[config.mk]
export PLATFORM = sky130hd
export DESIGN_NAME = imuq_fifo
export DESIGN_NICKNAME = d
export VERILOG_FILES = /design/src/design/imuq_fifo.sv
export SDC_FILE = /design/constraint.sdc
export NUM_CORES = 1
export LEC_CHECK = 0
export BUFFER_PORTS_ARGS = -buffer_cell sky130_fd_sc_hd__buf_2
export CORE_ASPECT_RATIO = 1.2
export CORE_MARGIN = 2
export CORE_UTILIZATION = 35
export DETAILED_ROUTE_END_ITERATION = 6
export SLEW_MARGIN = 5
export SYNTH_ARGS = -nofsm -noshare
export SYNTH_HDL_FRONTEND = slang
export SYNTH_SLANG_ARGS = --single-unit
[constraint.sdc]
create_clock -name clk -period 1.85 [get_ports clk]
set_input_delay 0.185 -clock clk [delete_from_list [all_inputs] [get_ports clk]]
set_output_delay 0.185 -clock clk [all_outputs]
set_load 0.01 [all_outputs]
[src/design/imuq_fifo.sv]
`timescale 1ns / 1ps
`default_nettype none
module imuq_fifo #(
  parameter int DEPTH = 2,
  parameter int WIDTH = 8
) (
  input  wire logic                       clk,
  input  wire logic                       rst,
  input  wire logic                       wr,
  input  wire logic [WIDTH-1:0]           wdata,
  input  wire logic                       rd,
  output      logic [WIDTH-1:0]           rdata,
  output      logic                       full,
  output      logic                       empty,
  output      logic [$clog2(DEPTH+1)-1:0] count
);
  localparam int PW = $clog2(DEPTH);
  localparam int CW = $clog2(DEPTH+1);

  logic [WIDTH-1:0] mem [DEPTH];
  logic [PW-1:0] wr_ptr;
  logic [PW-1:0] rd_ptr;
  logic do_wr;
  logic do_rd;

  assign empty = (count == '0);
  assign full  = (count == CW'(DEPTH));
  assign do_wr = wr & ~full;
  assign do_rd = rd & ~empty;
  assign rdata = mem[rd_ptr];

  always_ff @(posedge clk) begin
    if (rst) begin
      wr_ptr <= '0;
      rd_ptr <= '0;
      count  <= '0;
    end else begin
      if (do_wr) begin
        wr_ptr <= (wr_ptr == PW'(DEPTH-1)) ? '0 : wr_ptr + 1'b1;
      end
      if (do_rd) begin
        rd_ptr <= (rd_ptr == PW'(DEPTH-1)) ? '0 : rd_ptr + 1'b1;
      end
      if (do_wr && !do_rd) begin
        count <= count + 1'b1;
      end else if (do_rd && !do_wr) begin
        count <= count - 1'b1;
      end
    end
  end

  always_ff @(posedge clk) begin
    if (do_wr) begin
      mem[wr_ptr] <= wdata;
    end
  end
endmodule
`default_nettype wire

== Word-level counts from Yosys, hierarchy flattened ==
Memory sizes are Yosys's and may differ from the RTL's. A register that Yosys moved wholly into a read port is not among the register bits.
Cells that the tools add are included.

* Bits in registers: 4
* Latch bits: 0
* Memory bits (writable): 16
* Memory bits (read-only): 0
* Input port bits: 12
* Output and inout bits: 12
* Logic and storage cells: 27
* Memories: 1

{| class="wikitable"
|+ Memories
! memory !! words !! bits a word !! read ports !! clocked after Yosys merged registers in !! write ports !! line !! RTL
|-
| mem || 2 || 8 || 1 || 1 || 1 || 20 || <nowiki>logic [WIDTH-1:0] mem [DEPTH];</nowiki>
|}

* $add $sub $neg: 4
* Multiply operators: 0
* Divide/modulo/power cells: 0
* Magnitude comparators: 0
* Eq/ne operators: 1
* Shift-type cells: 0
* Mux-type cells: 8
* Bitwise logic cells: 4
* Reduce and logical (&&, ||, !) cells: 6

{| class="wikitable"
|+ Operators by type and width
! operator !! count
|-
| $mux 1 || 6
|-
| $mux 2 || 2
|-
| $add 1x1->1 const B || 2
|-
| $add 2x1->2 const B || 1
|-
| $and 1x1->1 || 2
|-
| $eq 2x2->1 const B || 1
|-
| $logic_and 1x1->1 || 2
|-
| $logic_not 1->1 || 2
|-
| $logic_not 2->1 || 1
|-
| $not 1->1 || 2
|-
| $reduce_bool 2->1 || 1
|-
| $sub 2x1->2 const B || 1
|}

== Logic depth before layout (Yosys ltp) ==
* Word-level depth: 7
* Depth in mapped cells: 6
* Mapped depth without buffers: 6

== Worst setup path after synthesis ==
Ideal clock, no wire load.

* Kind: reg-to-reg
* From: register count[1]
* To: register count[1]
* Setup time: 70 ps
* Arrival: 1533 ps
* Data required time: 1780 ps
* Path slack: 248 ps
* Cell stages (with the launch flop): 6
* Buffers on the path: 0
* Period minus slack after synthesis: 1602 ps
* Path through: dfxtp_1 -> nor2b_2 -> nor2_1 -> ha_1 -> or3_1 -> a21oi_1

* Word-level cells in the longest chain between the ends: 6
* Elaborated cells on any way between the ends: 15
* Classes of those cells: add/sub (2); eq/ne (1); mux (2); bitwise (4); reduce/logical (6)

{| class="wikitable"
|+ Ends and longest elaborated chain
! element !! line !! RTL
|-
| from (decl) || 15 || <nowiki>output logic [$clog2(DEPTH+1)-1:0] count</nowiki>
|-
| from (signal assigned) || 45 || <nowiki>count <= count + 1'b1;</nowiki>
|-
| from (signal assigned) || 47 || <nowiki>count <= count - 1'b1;</nowiki>
|-
| $eq 2x2->1 (*) || 27 || <nowiki>assign full = (count == CW'(DEPTH));</nowiki>
|-
| named net full || 13 || <nowiki>output logic full,</nowiki>
|-
| $not 1->1 (*) || 28 || <nowiki>assign do_wr = wr & ~full;</nowiki>
|-
| $and 1x1->1 (*) || 28 ||
|-
| named net do_wr || 23 || <nowiki>logic do_wr;</nowiki>
|-
| $logic_not 1->1 || 46 || <nowiki>end else if (do_rd && !do_wr) begin</nowiki>
|-
| $logic_and 1x1->1 || 46 ||
|-
| $reduce_bool 2->1 (no line) || - ||
|}

Mark *: on every way through the listed nets, which the timed path passes. The rest lies on a longest branch. The select of a mux whose other input is x is not followed.
A chain may end at the register's enable or synchronous reset.

== Worst setup path after layout ==
* From: register count[0]
* To: register count[1]

* Word-level cells in the longest chain between the ends: 6
* Elaborated cells on any way between the ends: 15
* Classes of those cells: add/sub (2); eq/ne (1); mux (2); bitwise (4); reduce/logical (6)

{| class="wikitable"
|+ Ends and longest elaborated chain
! element !! line
|-
| $eq 2x2->1 / $logic_not 2->1 (equally long branches) || 27, 26
|-
| $not 1->1 (on tied branches) || 28, 29
|-
| $and 1x1->1 (on tied branches) || 28, 29
|-
| $logic_not 1->1 (on tied branches) || 46, 44
|-
| $logic_and 1x1->1 (on tied branches) || 46, 44
|-
| $reduce_bool 2->1 (no line) / $mux 2 (equally long branches) || -
|}

Several ways; a longest one is shown, not always the timed one. The select of a mux whose other input is x is not followed.

==> results.yml <==
grt:
  grt_pass1_wl_um: 1842
  gr-usage-met1_pct: 13.61
  grtUsageMet3_pct: 3.247
  grt_pass1_vias: 417
  grt-ovfl-total: 0
  grt_util_all_layers_pct: 10.04
  grt_max_degree: 12
  busiest_layer: "met1"
  grtUsageMet2_pct: 12.93
  grt_antenna_before_repair: 0
power_and_ir_drop:
  p_leak_uw: 0.0003879
  p_sw_share_pct: 30.45
  pwr-share-comb_pct: 31.0
  peakVddDrop_mv: 0.6929
  p_seq_share_pct: 52.7
  intPower_uw: 881.6
  powerDensity_nw_per_um2: 1311
  p_sw_uw: 386.0
  power_frac_clock_pct: 16.3
clocking:
  cts_max_path_buffers: 2
  holdBufCountCts: 0
  cts_root_buffer: "clkbuf_4"
  clk_pin_slew_ns: 0.10
  htree_levels: 1
  postCtsSetupBuffers: 0
  cts-resized-gates: 0
  numCtsBuffers: 3
  cts_tree: "built"
  cts.sinks: 21
  clk_latency_ns: 0.29
finish:
  layout.cells.most_common_list: "23 x buf_2, 16 x edfxtp_1, 8 x mux2_2"
  drive_gt1_share_pct: 46.05
  seq_area_um2: 580.6
  multiInputGateArea_um2: 200.2
  fin_nets: 90
  synthToLayoutAreaGrowth_pct: 21.92
  nFillCells: 203
  antenna_cells: 0
  finish.instance_area_um2: 967.2
  mostFrequentLayoutCell: "buf_2"
synth:
  yosys_warnings: 0
  synth.avg_cell_area_um2: 15.87
  synth_area_um2: 793.3
  syn_inst: 50
  ys_types: 13
  synth_seq_cells: 21
  yosysSeqAreaShare_pct: 73.19
  syn_nets: 63
timing:
  clock.fmax_ghz: 0.6261
  setup_violations: 0
  worstMarginPinSlew_ns: 0.3888
  period_share_pct: 86.33
  period_needed_ns: 1.597
  fin_skew_ns: 0.0009696
  setup_slack_ns: 0.2528
  final_hold_viol_count: 0
  holdWs_ns: 0.07637
  rsz0062_at_grt: "no"
  fin_setup_tns_ns: 0
  drv_slew: 0
  maxSlewHeadroom_pct: 74.08
setup_path:
  crit_fanout: 6
  crit_type: "register to register"
  setup.worst_path.start_class: "register"
  worstPathArrival_ns: 1.83
  crit_required_ns: 2.08
  cp-end-kind: "register"
route:
  vias: 461
  first_pass_iters: 3
  ant_nets: 0
  drc: 0
  drtIter0Drc: 2
  vias_per_cell: 4.349
  drt_wl_total_um: 1170
  wl_per_cell_um: 11.04
die:
  num_rows: 18
  dieArea_um2: 2665
  die_w_um: 47.46
  ios: 24
  start_util_pct: 37.87
  die_h_um: 56.15
  core_area_um2: 2095
place:
  post-place-ws_ns: 0.2687
  post_dp_cell_area_um2: 940.9
  gp_congestion: 0.6394
  hpwlAfterDp_um: 865.1
  port_buffers: 23
run_status:
  status: "completed"
run:
  maxCapViolCount: 0
min_path:
  min_path_type: "input port to register"
## synth_stat cells (all sizes together)
cell type	n	area [µm²]
edfxtp	16	480.5
mux2	8	90.09
dfxtp	5	100.1
nor2	5	18.77
o21ai	3	15.01
xor2	3	26.28
a21oi	2	10.01
inv	2	7.510
or3	2	12.51
and2	1	6.260
buf	1	5.000
ha	1	12.51
nor2b	1	8.760
## critical path, stage by stage, from the launching register on
cell	delay, ns
dfxtp_1	0.39
o21ai_0	0.31
ha_1	0.32
or3_1	0.37
a21oi_1	0.14
## power by group through the flow
stage	clock (µW)	combinational [µW]	sequential (µW)
floorplan	0	278	656
global placement	0	394	677
detailed placement	0	398	680
CTS	216	401	670
global route	235	444	682
finish	207	393	668
## final cells by class
class	instances	area share, %
sequential	21	60.03
timing repair buffer	23	11.90
inverter	2	0.7762
multi-input combinational	26	20.70
tap	30	3.881
clock buffer	4	2.717
## state kept, by name (all words and copies together), names as in the netlist, named ones only
name,cells
count,2
rd_ptr,1
wr_ptr,1
mem,16
## metrics by stage
step | cells | utilization (%) | power, µW
finish | 106 | 46.18 | 1268
global route | 106 | 46.18 | 1361
CTS | 106 | 46.18 | 1287
detailed placement | 102 | 44.92 | 1078
global placement | 102 | 44.92 | 1071
floorplan | 50 | - | 933.8
## final timing paths
| path | cells past startpoint | end | slack (ns) | startpoint |
|---|---|---|---|---|
| setup / recovery | 4 | count[1] | 0.25 | count[0] |
| hold / removal | 1 | mem[0][7] | 0.08 | wdata[7] |
| setup reg to reg | 4 | count[1] | 0.25 | count[0] |
| hold reg to reg | 2 | wr_ptr | 0.51 | wr_ptr |
## metal layers
| layer | part of all wire [%] | routed length [µm] |
|---|---|---|
| met3 | 8.2 | 96 |
| met1 | 45 | 524 |
| met2 | 45 | 530 |
| met4 | 1.5 | 17 |
| met5 | 0 | 0 |
## cells by family after synthesis
| family | count (synthesis) | share of synthesized area (%) |
|---|---|---|
| muxes | 8 | 11.36 |
| xor gates and xnor gates | 3 | 3.313 |
| and+or+nand+nor | 9 | 5.837 |
| AOI/OAI and AO/OA | 5 | 3.154 |
| adders and majority gates | 1 | 1.577 |
| buffers and inverters | 3 | 1.577 |
| DFF | 21 | 73.19 |
Note: power is estimated with default switching activity, not from simulation.
