`src/design/imuq_pkg.sv`:
```
`timescale 1ns / 1ps
`default_nettype none
package imuq_pkg;

  localparam int WINDOW_DEFAULT = 50;
  localparam int NCH = 6;
  localparam int CMD_DEPTH = 2;
  localparam int OUT_DEPTH = 8;

  localparam int CFG_AW = 3;
  localparam int CFG_DW = 48;

  localparam logic [CFG_AW-1:0] REG_MEAN_LOW     = 3'd0;
  localparam logic [CFG_AW-1:0] REG_MEAN_HIGH    = 3'd1;
  localparam logic [CFG_AW-1:0] REG_GAIN_LOW     = 3'd2;
  localparam logic [CFG_AW-1:0] REG_GAIN_HIGH    = 3'd3;
  localparam logic [CFG_AW-1:0] REG_INPUT_ZERO   = 3'd4;
  localparam logic [CFG_AW-1:0] REG_OUTPUT_SCALE = 3'd5;
  localparam logic [CFG_AW-1:0] REG_OUTPUT_ZERO  = 3'd6;

  localparam logic [47:0] GAIN_RESET = 48'h0100_0100_0100;
  localparam logic [15:0] OUTPUT_SCALE_RESET = 16'd4096;

  localparam logic [1:0] MODE_PUSH   = 2'd0;
  localparam logic [1:0] MODE_WINDOW = 2'd1;
  localparam logic [1:0] MODE_CLEAR  = 2'd2;
  localparam logic [1:0] MODE_DEQ    = 2'd3;

  localparam logic [1:0] ST_OK          = 2'd0;
  localparam logic [1:0] ST_NOT_READY   = 2'd1;
  localparam logic [1:0] ST_INVALID     = 2'd2;
  localparam logic [1:0] ST_IMPLAUSIBLE = 2'd3;

  localparam logic signed [15:0] ACCEL_LIMIT = 16'sd20480;
  localparam logic signed [15:0] GYRO_LIMIT  = 16'sd4480;
  localparam logic [25:0] SPEED_LIMIT_Q12 = 26'd245760;

  typedef struct packed {
    logic [1:0]         mode;
    logic signed [15:0] sample_0;
    logic signed [15:0] sample_1;
    logic signed [15:0] sample_2;
    logic signed [15:0] sample_3;
    logic signed [15:0] sample_4;
    logic signed [15:0] sample_5;
    logic signed [7:0]  model_output;
  } in_t;

  typedef struct packed {
    logic [1:0]        status;
    logic signed [7:0] quant_0;
    logic signed [7:0] quant_1;
    logic signed [7:0] quant_2;
    logic signed [7:0] quant_3;
    logic signed [7:0] quant_4;
    logic signed [7:0] quant_5;
    logic [13:0]       speed;
    logic              last_row;
  } out_t;

  typedef enum logic [2:0] {
    CMD_PUSH,
    CMD_REJECT,
    CMD_WINDOW,
    CMD_CLEAR,
    CMD_DEQ
  } cmd_kind_t;

  typedef struct packed {
    cmd_kind_t           kind;
    logic [5:0][15:0]    sample;
    logic signed [8:0]   diff;
  } cmd_t;

  typedef struct packed {
    logic [5:0][15:0]  mean;
    logic [5:0][15:0]  gain;
    logic signed [7:0] input_zero;
    logic [15:0]       output_scale;
  } cfg_t;

endpackage
`default_nettype wire

```
`src/design/imuq_front.sv`:
```
`timescale 1ns / 1ps
`default_nettype none
module imuq_front (
  input  wire imuq_pkg::in_t       item,
  input  wire logic                push,
  output      logic                full,
  input  wire logic signed [7:0]   output_zero,
  output      logic                cmd_write,
  output      imuq_pkg::cmd_t      cmd,
  input  wire logic                cmd_full
);
  logic [5:0][15:0] s;
  logic bad;

  assign s = {item.sample_5, item.sample_4, item.sample_3,
              item.sample_2, item.sample_1, item.sample_0};

  always_comb begin
    bad = 1'b0;
    for (int c = 0; c < 3; c++) begin
      if ($signed(s[c]) > imuq_pkg::ACCEL_LIMIT || $signed(s[c]) < -imuq_pkg::ACCEL_LIMIT) begin
        bad = 1'b1;
      end
    end
    for (int c = 3; c < 6; c++) begin
      if ($signed(s[c]) > imuq_pkg::GYRO_LIMIT || $signed(s[c]) < -imuq_pkg::GYRO_LIMIT) begin
        bad = 1'b1;
      end
    end
  end

  always_comb begin
    cmd.sample = s;
    cmd.diff   = $signed({item.model_output[7], item.model_output})
               - $signed({output_zero[7], output_zero});
    unique case (item.mode)
      imuq_pkg::MODE_PUSH:   cmd.kind = bad ? imuq_pkg::CMD_REJECT : imuq_pkg::CMD_PUSH;
      imuq_pkg::MODE_WINDOW: cmd.kind = imuq_pkg::CMD_WINDOW;
      imuq_pkg::MODE_CLEAR:  cmd.kind = imuq_pkg::CMD_CLEAR;
      default:               cmd.kind = imuq_pkg::CMD_DEQ;
    endcase
  end

  assign full      = cmd_full;
  assign cmd_write = push & ~cmd_full;
endmodule
`default_nettype wire

```
`config.mk`:
```
export PLATFORM = sky130hd
export DESIGN_NAME = imuq_front
export DESIGN_NICKNAME = d
export VERILOG_FILES = /design/src/design/imuq_pkg.sv /design/src/design/imuq_front.sv
export SDC_FILE = /design/constraint.sdc
export NUM_CORES = 1
export LEC_CHECK = 0
export ABC_AREA = 1
export BUFFER_PORTS_ARGS = -buffer_cell sky130_fd_sc_hd__buf_2
export CAP_MARGIN = 20
export CORE_AREA = 2 2 87 89
export DETAILED_ROUTE_END_ITERATION = 12
export DIE_AREA = 0 0 89 91
export GPL_ROUTABILITY_DRIVEN = 0
export PLACE_DENSITY_LB_ADDON = 0.15
export SYNTH_ARGS = -nofsm -noshare
export SYNTH_HDL_FRONTEND = slang
export SYNTH_SLANG_ARGS = --single-unit
```
`constraint.sdc`:
```
create_clock -name vclk -period 5.84
set_input_delay 1.168 -clock vclk [all_inputs]
set_output_delay 1.168 -clock vclk [all_outputs]
set_load 0.05 [all_outputs]
```
== Yosys cells after proc, flatten, opt, wreduce, memory -nomap -nowiden ==
Cells that the tools add are included.
Operators by class
  bitwise operators: 2
  equal/unequal tests: 2
  add/subtract/negate cells: 1
  magnitude comparators: 12
  reductions and logical operators: 7
  multiplexer cells: 8
Operators by type and width (count)
  > comparator 16 x 14 -> 1 bit, second input constant: 3
  > comparator 16 bit, second input constant: 3
  less-than comparator 16 x 14 -> 1 bit, second input constant: 3
  less-than comparator 16 bit, second input constant: 3
  case mux 3 bit (3 select lines): 1
  subtractor 8 x 8 -> 9 bit: 1
  2-to-1 mux 1 bit: 7
  logical OR 1 bit: 6
  equality test 2 x 1 -> 1 bit, second input constant: 1
  equality test 2 bit, second input constant: 1
  zero test 2 bit: 1
  bitwise AND 1 bit: 1
  inverter 1 bit: 1
Storage, ports and cells
  word-level logic and storage cells: 32
  bits of input ports: 116
  output and inout port bits: 110
  flip-flop bits (word level): 0

== Depth between registers and ports, before layout ==
Gate-level depths: netlist of the first run.
  depth in word-level cells: 10
  mapped depth: 11
  depth with buffers taken out: 11

== Worst setup path after synthesis of the first run ==
Ideal clock, no wire load.
  kind: input-to-output
  from: input item[0] (netlist name)
  to: output cmd[6] (netlist name)
  setup slack: 1680 ps
  stages on the path: 7
  data required time: 4672 ps
  arrival: 2992 ps
  cells stage by stage: inv_1 > ha_1 > fa_1 > o21ai_2 > a21oi_2 > o21bai_2 > xor2_1
RTL lines
  start, declared: RTL line imuq_front.sv:4  | input wire imuq_pkg::in_t item,
  end, declared: RTL line imuq_front.sv:9  | output imuq_pkg::cmd_t cmd,

==> results of run 1 <==
==> stage by stage <==
step           instance area (um2)  cells  utilization  hold slack [ns]  setup WS [ns]
3_5_place_dp                  2270    533        0.318             2.64           1.88
2_1_floorplan                 1740    305            -             2.50           1.68
4_1_cts                       2270    533        0.318             2.64           1.88
6_report                      2270    533        0.318             2.64           1.88
3_3_place_gp                  2270    533        0.318             2.64           1.91
5_1_grt                       2270    533        0.318             2.64           1.79
==> worst paths after layout <==
check	startpoint	end	slack [ns]	depth (start not counted)
setup / recovery	item[0]	cmd[6]	1.88	9
hold / removal	item[41]	cmd[58]	2.64	2
==> logic make-up (layout without fill, tap and decap cells) <==
group                      count (synthesis)  in the layout  synth area share
buffers and inverters                    133            262             0.496
adders and majority gates                 11             11            0.0834
xor gates and xnor gates                   6              6            0.0302
and+or+nand+nor                          138            138             0.316
AOI/OAI and AO/OA                         17             17            0.0740
==> placed cells by master, fill, tap and decap left out <==
cell type / instances
a21oi_1: 5
a21oi_2: 2
buf_2: 226
fa_1: 1
ha_1: 10
inv_1: 36
nand2_1: 58
nand3_1: 14
nand4_1: 2
nor2_1: 57
nor2b_1: 1
nor3_1: 6
o211ai_2: 1
o21a_1: 3
o21ai_2: 2
o21bai_1: 3
o21bai_2: 1
xnor2_1: 1
xor2_1: 5
==> metal layers <==
metal | GRT usage | wire [um]
met1 | 0.116 | 1940
met2 | 0.216 | 2600
met3 | 0.00909 | 538
met4 | 0.00249 | 0
met5 | 0 | 0
==> power groups by stage <==
| stage | Combinational, W | Sequential [W] | Clock (W) |
|---|---|---|---|
| final | 0.000335 | 0 | 0 |
| after global routing | 0.000357 | 0 | 0 |
| after CTS | 0.000339 | 0 | 0 |
| after detailed placement | 0.000338 | 0 | 0 |
| after global placement | 0.000338 | 0 | 0 |
| after floorplan | 0.000282 | 0 | 0 |
==> critical path, cell delays in order <==
cell      delay (ns)
buf_2           0.07
inv_1           0.03
ha_1            0.22
fa_1            0.43
o21ai_2         0.20
a21oi_2         0.07
o21bai_2        0.15
xor2_1          0.15
buf_2           0.28
==> area by class of cell <==
| type | count | area [um2] | area share |
|---|---|---|---|
| multi-input combinational | 172 | 877 | 0.387 |
| inverter | 36 | 135 | 0.0596 |
| tap | 99 | 124 | 0.0546 |
| timing repair buffer | 226 | 1130 | 0.499 |
==> impl_metrics.tcl, run 1 <==
set metrics [dict create \
    hold_buffers 0 \
    p_sw_frac 0.743 \
    finalSetupViolCount 0 \
    powerDensity_mw_per_mm2 148 \
    netlist_area_mm2 0.00174 \
    tightest_slew_ns 0.252 \
    path_class "input pin to output pin" \
    synth_cell_types 19 \
    cts-resized-gates 0 \
    synth_top_area_share 0.418 \
    nFillCells 859 \
    pin_count 226 \
    rsz0062_at_grt "false" \
    totalPowerFinal_w 0.000335 \
    worst-path-max-fanout 2 \
    fmax_mhz 252 \
    seq_power_share 0 \
    firstDrtPassIters 4 \
    grt_overflow 0 \
    io_buffers 226 \
    grt_max_degree 6 \
    crit_arrival_ns 2.79 \
    chipWidth_um 89 \
    finalCritPeriodShare 0.678 \
    max_slew_margin 0.831 \
    synth_top_area_cell "buf_4" \
    final-seq-area_um2 0 \
    vias 2089 \
    syn_inst 305 \
    synth_common_cells "97 x buf_4, 58 x nand2_1, 57 x nor2_1, 36 x inv_1, 14 x nand3_1" \
    totalWireLength_mm 5.07 \
    fp.dieArea_mm2 0.00810 \
    routedWlPerCell_um 9.52 \
    syn_nets 432 \
    via_per_inst 3.92 \
    slew_violations 0 \
    synth_area_leaders "buf_4 42%, nand2_1 13%, nor2_1 12%, inv_1 7.8%, ha_1 7.2%" \
    synthMostInstantiatedCell "buf_4" \
    min_period_ns 3.96 \
    grt_pass1_vias 1786 \
    fin_nets 563 \
    antenna_found_initial 0 \
    leakage_nw 1.47 \
    yosys_warnings 0 \
    power.internal_w 0.0000861 \
    hpwlAfterDp_mm 4.89 \
    clkbuf_count 0 \
    track_usage 0.104 \
    grt_pass1_wl_mm 7.23 \
    cp-end-kind "output pin" \
    core.rowCount 31 \
    min_path_type "input pin to output pin" \
    irDropWorstVdd_mv 0.0545 \
    p_sw_w 0.000249 \
    seq_cell_count 0 \
    drtIter0Drc 24 \
    core-area_mm2 0.00714 \
    antenna_left 0 \
    hold_viol 0 \
    avgSynthCellArea_um2 5.71 \
    tns_ns 0 \
    crit_required_ns 4.67 \
    status "completed" \
    area_growth_syn_to_layout_pct 30.3 \
    p_comb_frac 1.000 \
    clock_power_share 0 \
    drcViolationCount 0 \
    cts_setup_buffers 0 \
    initial_utilization 0.244 \
    start_kind "input pin" \
    drv_cap 0 \
    diodes 0 \
    drive_above_1_share 0.535 \
    die_h_um 91 \
    ys_seq_area_frac 0 \
]
(Power assumes the default switching activity.)
==> run 2, diff against run 1 <==
Clock period 5.84 ns to 3.5 ns, I/O delays scaled along.
==> run 2 against run 1 <==
  * Count of clock-buffer cells in the layout stayed put
  * Via count is 0.67% higher
  * Sequential share of layout area stayed put
  * Combinational power is 67% higher
  * Routed wire length is 0.83% higher
  * Flip-flop and latch count stayed put
  * Critical path depth stayed put
  * Global-route usage is 0.075 points higher
  * Die area stayed put
  * Non-clock buffer count stayed put
  * Power is 67% higher
  * Hold slack worse by 0.94 ns
  * Critical path type unchanged
==> impl_metrics.tcl, run 2 (synthesis results as in run 1) <==
set metrics [dict create \
    grt_overflow 0 \
    grt_pass1_vias 1794 \
    final_cell_mix "226 x buf_2, 58 x nand2_1, 57 x nor2_1" \
    top_layer_used "met3" \
    finalCritPeriodShare 0.861 \
    cts-resized-gates 0 \
    fin_nets 563 \
    start_kind "input pin" \
    final_common_cell "buf_2" \
    chipWidth_um 89 \
    tns_ns 0 \
    holdPathEnd "cmd[58]" \
    min_period_ns 3.01 \
    rsz0062_at_grt "false" \
    wl_met2_mm 2.60 \
    area_growth_syn_to_layout_pct 30.3 \
    finalInstanceArea_mm2 0.00227 \
    status "completed" \
    grt_pass1_wl_mm 7.28 \
    pin_count 226 \
    core-area_mm2 0.00714 \
    totalWireLength_mm 5.12 \
    clkbuf_count 0 \
    fp.dieArea_mm2 0.00810 \
    hold_path.startpoint "item[41]" \
    initial_utilization 0.244 \
    die_h_um 91 \
    path_class "input pin to output pin" \
    slowest_delay_ns 0.43 \
    fmax_mhz 332 \
    path_cells "buf_2 > inv_1 > ha_1 > fa_1 > o21ai_2 > a21oi_2 > o21bai_2 > xor2_1 > buf_2" \
    track_usage 0.105 \
    diodes 0 \
    drtIter0Drc 31 \
    crit_start "item[0]" \
    hold_viol 0 \
    dpl_cell_area_mm2 0.00227 \
    finalSetupViolCount 0 \
    crit_arrival_ns 2.31 \
    drive_above_1_share 0.535 \
    core.rowCount 31 \
    routedWlPerCell_um 9.60 \
    cpLargestDelayFamily "adder cells" \
    drv_cap 0 \
    leakage_nw 1.47 \
    worst-path-max-fanout 2 \
    nFillCells 864 \
    seq_power_share 0 \
    p_comb_frac 1.000 \
    io_buffers 226 \
    p_sw_w 0.000416 \
    slew_violations 0 \
    final_cell_count_no_fill 533 \
    p_sw_frac 0.743 \
    drcViolationCount 0 \
    dp.cells 533 \
    drt-met1-wl_mm 1.96 \
    power.internal_w 0.000144 \
    final-seq-area_um2 0 \
    powerDensity_mw_per_mm2 247 \
    antenna_left 0 \
    min_path_type "input pin to output pin" \
    via_per_inst 3.95 \
    grt_max_degree 6 \
    hold_buffers 0 \
    totalPowerFinal_w 0.000559 \
    max_slew_margin 0.830 \
    slowest_stage "fa_1" \
    firstDrtPassIters 4 \
    seq_cell_count 0 \
    tightest_slew_ns 0.253 \
    wl_met3_um 549 \
    hpwlAfterDp_mm 4.89 \
    cp-end-kind "output pin" \
    irDropWorstVdd_mv 0.104 \
    crit_top_cell "buf_2" \
    crit_required_ns 2.80 \
    path_buf_inv 3 \
    whs_path_depth 2 \
    cts_setup_buffers 0 \
    vias 2103 \
    antenna_found_initial 0 \
    clock_power_share 0 \
]
## run 2: cell counts in the layout (fill, tap and decap cells not counted)
No cell type changed its count.
## run 2: worst max path at each step
stage	endpoint	slack, ns	cells past startpoint
2_1_floorplan	cmd[6]	0.28	7
3_3_place_gp	cmd[6]	0.50	9
3_5_place_dp	cmd[6]	0.48	9
4_1_cts	cmd[6]	0.48	9
5_1_grt	cmd[6]	0.38	9
6_report	cmd[6]	0.49	9
## run 2: layer usage
metal	vias to the layer above	GRT usage
li1	1102	-
met5	-	0
met2	119	0.214
met1	882	0.119
met3	0	0.0100
met4	0	0.00249
## run 2: area by class of cell
cell class,count,area [um2],share of cell area
inverter,36,135,0.0596
multi-input combinational,172,877,0.387
tap,99,124,0.0546
timing repair buffer,226,1130,0.499
## run 2: stage by stage
step,setup WS [ns],hold slack [ns],util
global placement,0.501,1.70,0.318
detailed placement,0.484,1.70,0.318
CTS,0.485,1.70,0.318
finish,0.488,1.70,0.318
floorplan,0.276,1.57,-
global route,0.378,1.71,0.318
## run 2: power by group through the flow
stage / Combinational [W] / Sequential [W] / Clock [W]
after detailed placement: 0.000564 / 0 / 0
after global placement: 0.000564 / 0 / 0
after global routing: 0.000596 / 0 / 0
after CTS: 0.000565 / 0 / 0
after floorplan: 0.000471 / 0 / 0
final: 0.000559 / 0 / 0
==> run 3, diff against run 2 <==
Settings changed: CELL_PAD_IN_SITES_DETAIL_PLACEMENT set to 1, CELL_PAD_IN_SITES_GLOBAL_PLACEMENT set to 1, CORE_AREA 2 2 87 89 to unset, CORE_MARGIN set to 2, CORE_UTILIZATION set to 20, DIE_AREA 0 0 89 91 to unset.
Clock period 3.5 ns to 3.7 ns, I/O delays scaled along.
==> run 3 against run 2 <==
  * Critical path depth is the same
  * Combinational power is 5.4% lower
  * Power shrank 5.4%
  * Critical endpoint unchanged
==> impl_metrics.tcl, run 3 (synthesis results as in run 1) <==
set metrics [dict create \
    status "completed" \
    area_growth_syn_to_layout_pct 30.9 \
    totalPowerFinal_w 0.000529 \
    firstDrtPassIters 4 \
    track_usage 0.105 \
    clkbuf_count 0 \
    antenna_left 0 \
    final_common_cell "buf_2" \
    vias 2092 \
    pin_count 226 \
    crit_start "item[0]" \
    post-route-util 0.265 \
    path_class "input pin to output pin" \
    min_path_type "input pin to output pin" \
    cts_setup_buffers 0 \
    hold_path.startpoint "item[23]" \
    max_slew_margin 0.818 \
    clock_power_share 0 \
    finalSetupViolCount 0 \
    timing.hold.ws_ns 1.78 \
    grt_max_degree 6 \
    tns_ns 0 \
    via_per_inst 3.86 \
    die_h_um 97.3 \
    fmax_mhz 323 \
    finalCritPeriodShare 0.835 \
    whs_path_depth 2 \
    drtIter0Drc 10 \
    drcViolationCount 0 \
    crit_arrival_ns 2.35 \
    final-seq-area_um2 0 \
    cts-resized-gates 0 \
    slew_violations 0 \
    worst-path-max-fanout 2 \
    chipWidth_um 97.3 \
    io_buffers 226 \
    rsz0062_at_grt "false" \
    hold_viol 0 \
    seq_power_share 0 \
    start_kind "input pin" \
    cp-endpoint "cmd[6]" \
    initial_utilization 0.203 \
    p_sw_frac 0.744 \
    fp.dieArea_mm2 0.00946 \
    tightest_slew_ns 0.276 \
    irDropWorstVdd_mv 0.0905 \
    drv_cap 0 \
    drive_above_1_share 0.535 \
    power.internal_w 0.000136 \
    fin_nets 563 \
    hpwlAfterDp_mm 5.26 \
    leakage_nw 1.47 \
    p_sw_w 0.000394 \
    totalWireLength_mm 5.48 \
    diodes 0 \
    core.rowCount 34 \
    hold_buffers 0 \
    final_cell_mix "226 x buf_2, 58 x nand2_1, 57 x nor2_1" \
    min_period_ns 3.09 \
    crit_required_ns 2.96 \
    cp-end-kind "output pin" \
    routedWlPerCell_um 10.1 \
    grt_pass1_vias 2036 \
    grt_pass1_wl_mm 8.77 \
    seq_cell_count 0 \
    core-area_mm2 0.00859 \
    grt_overflow 0 \
    antenna_found_initial 0 \
    p_comb_frac 1.000 \
    powerDensity_mw_per_mm2 232 \
    nFillCells 1220 \
]
[run 3: cell counts in the layout (fill, tap and decap cells not counted)]
No cell type changed its count.
[run 3: worst min path at each step]
stage                     to  slack (ns)
floorplan           cmd[100]        1.65
global placement     cmd[18]        1.78
detailed placement   cmd[90]        1.78
CTS                  cmd[90]        1.78
global route         cmd[90]        1.78
finish              cmd[104]        1.78
[run 3: per-stage QoR]
stage	instance area (um2)	worst slack, ns	instances
5_1_grt	2280	0.528	542
6_report	2280	0.609	542
3_5_place_dp	2280	0.618	542
4_1_cts	2280	0.600	542
3_3_place_gp	2280	0.612	542
2_1_floorplan	1740	0.396	305
[run 3: final cells by class]
class	count	area, um2	share of cell area
timing repair buffer	226	1130	0.496
tap	108	135	0.0593
multi-input combinational	172	877	0.385
inverter	36	135	0.0593
[run 3: critical path, cell delays in order]
cell and delay, ns:
buf_2 0.08, inv_1 0.03, ha_1 0.22, fa_1 0.42, o21ai_2 0.20, a21oi_2 0.08
o21bai_2 0.14, xor2_1 0.16, buf_2 0.28
[run 3: metal layers]
metal	track usage	share of wire	up-vias
met5	0	0	-
met4	0.00427	0.0038	0
met3	0.0137	0.10	2
met2	0.215	0.53	113
met1	0.119	0.36	883
li1	-	-	1094
[run 3: power by group through the flow]
stage                     Clock (W)  Sequential, W  Combinational [W]
final                             0              0           0.000529
after CTS                         0              0           0.000536
after global placement            0              0           0.000534
after floorplan                   0              0           0.000446
after global routing              0              0           0.000566
after detailed placement          0              0           0.000535
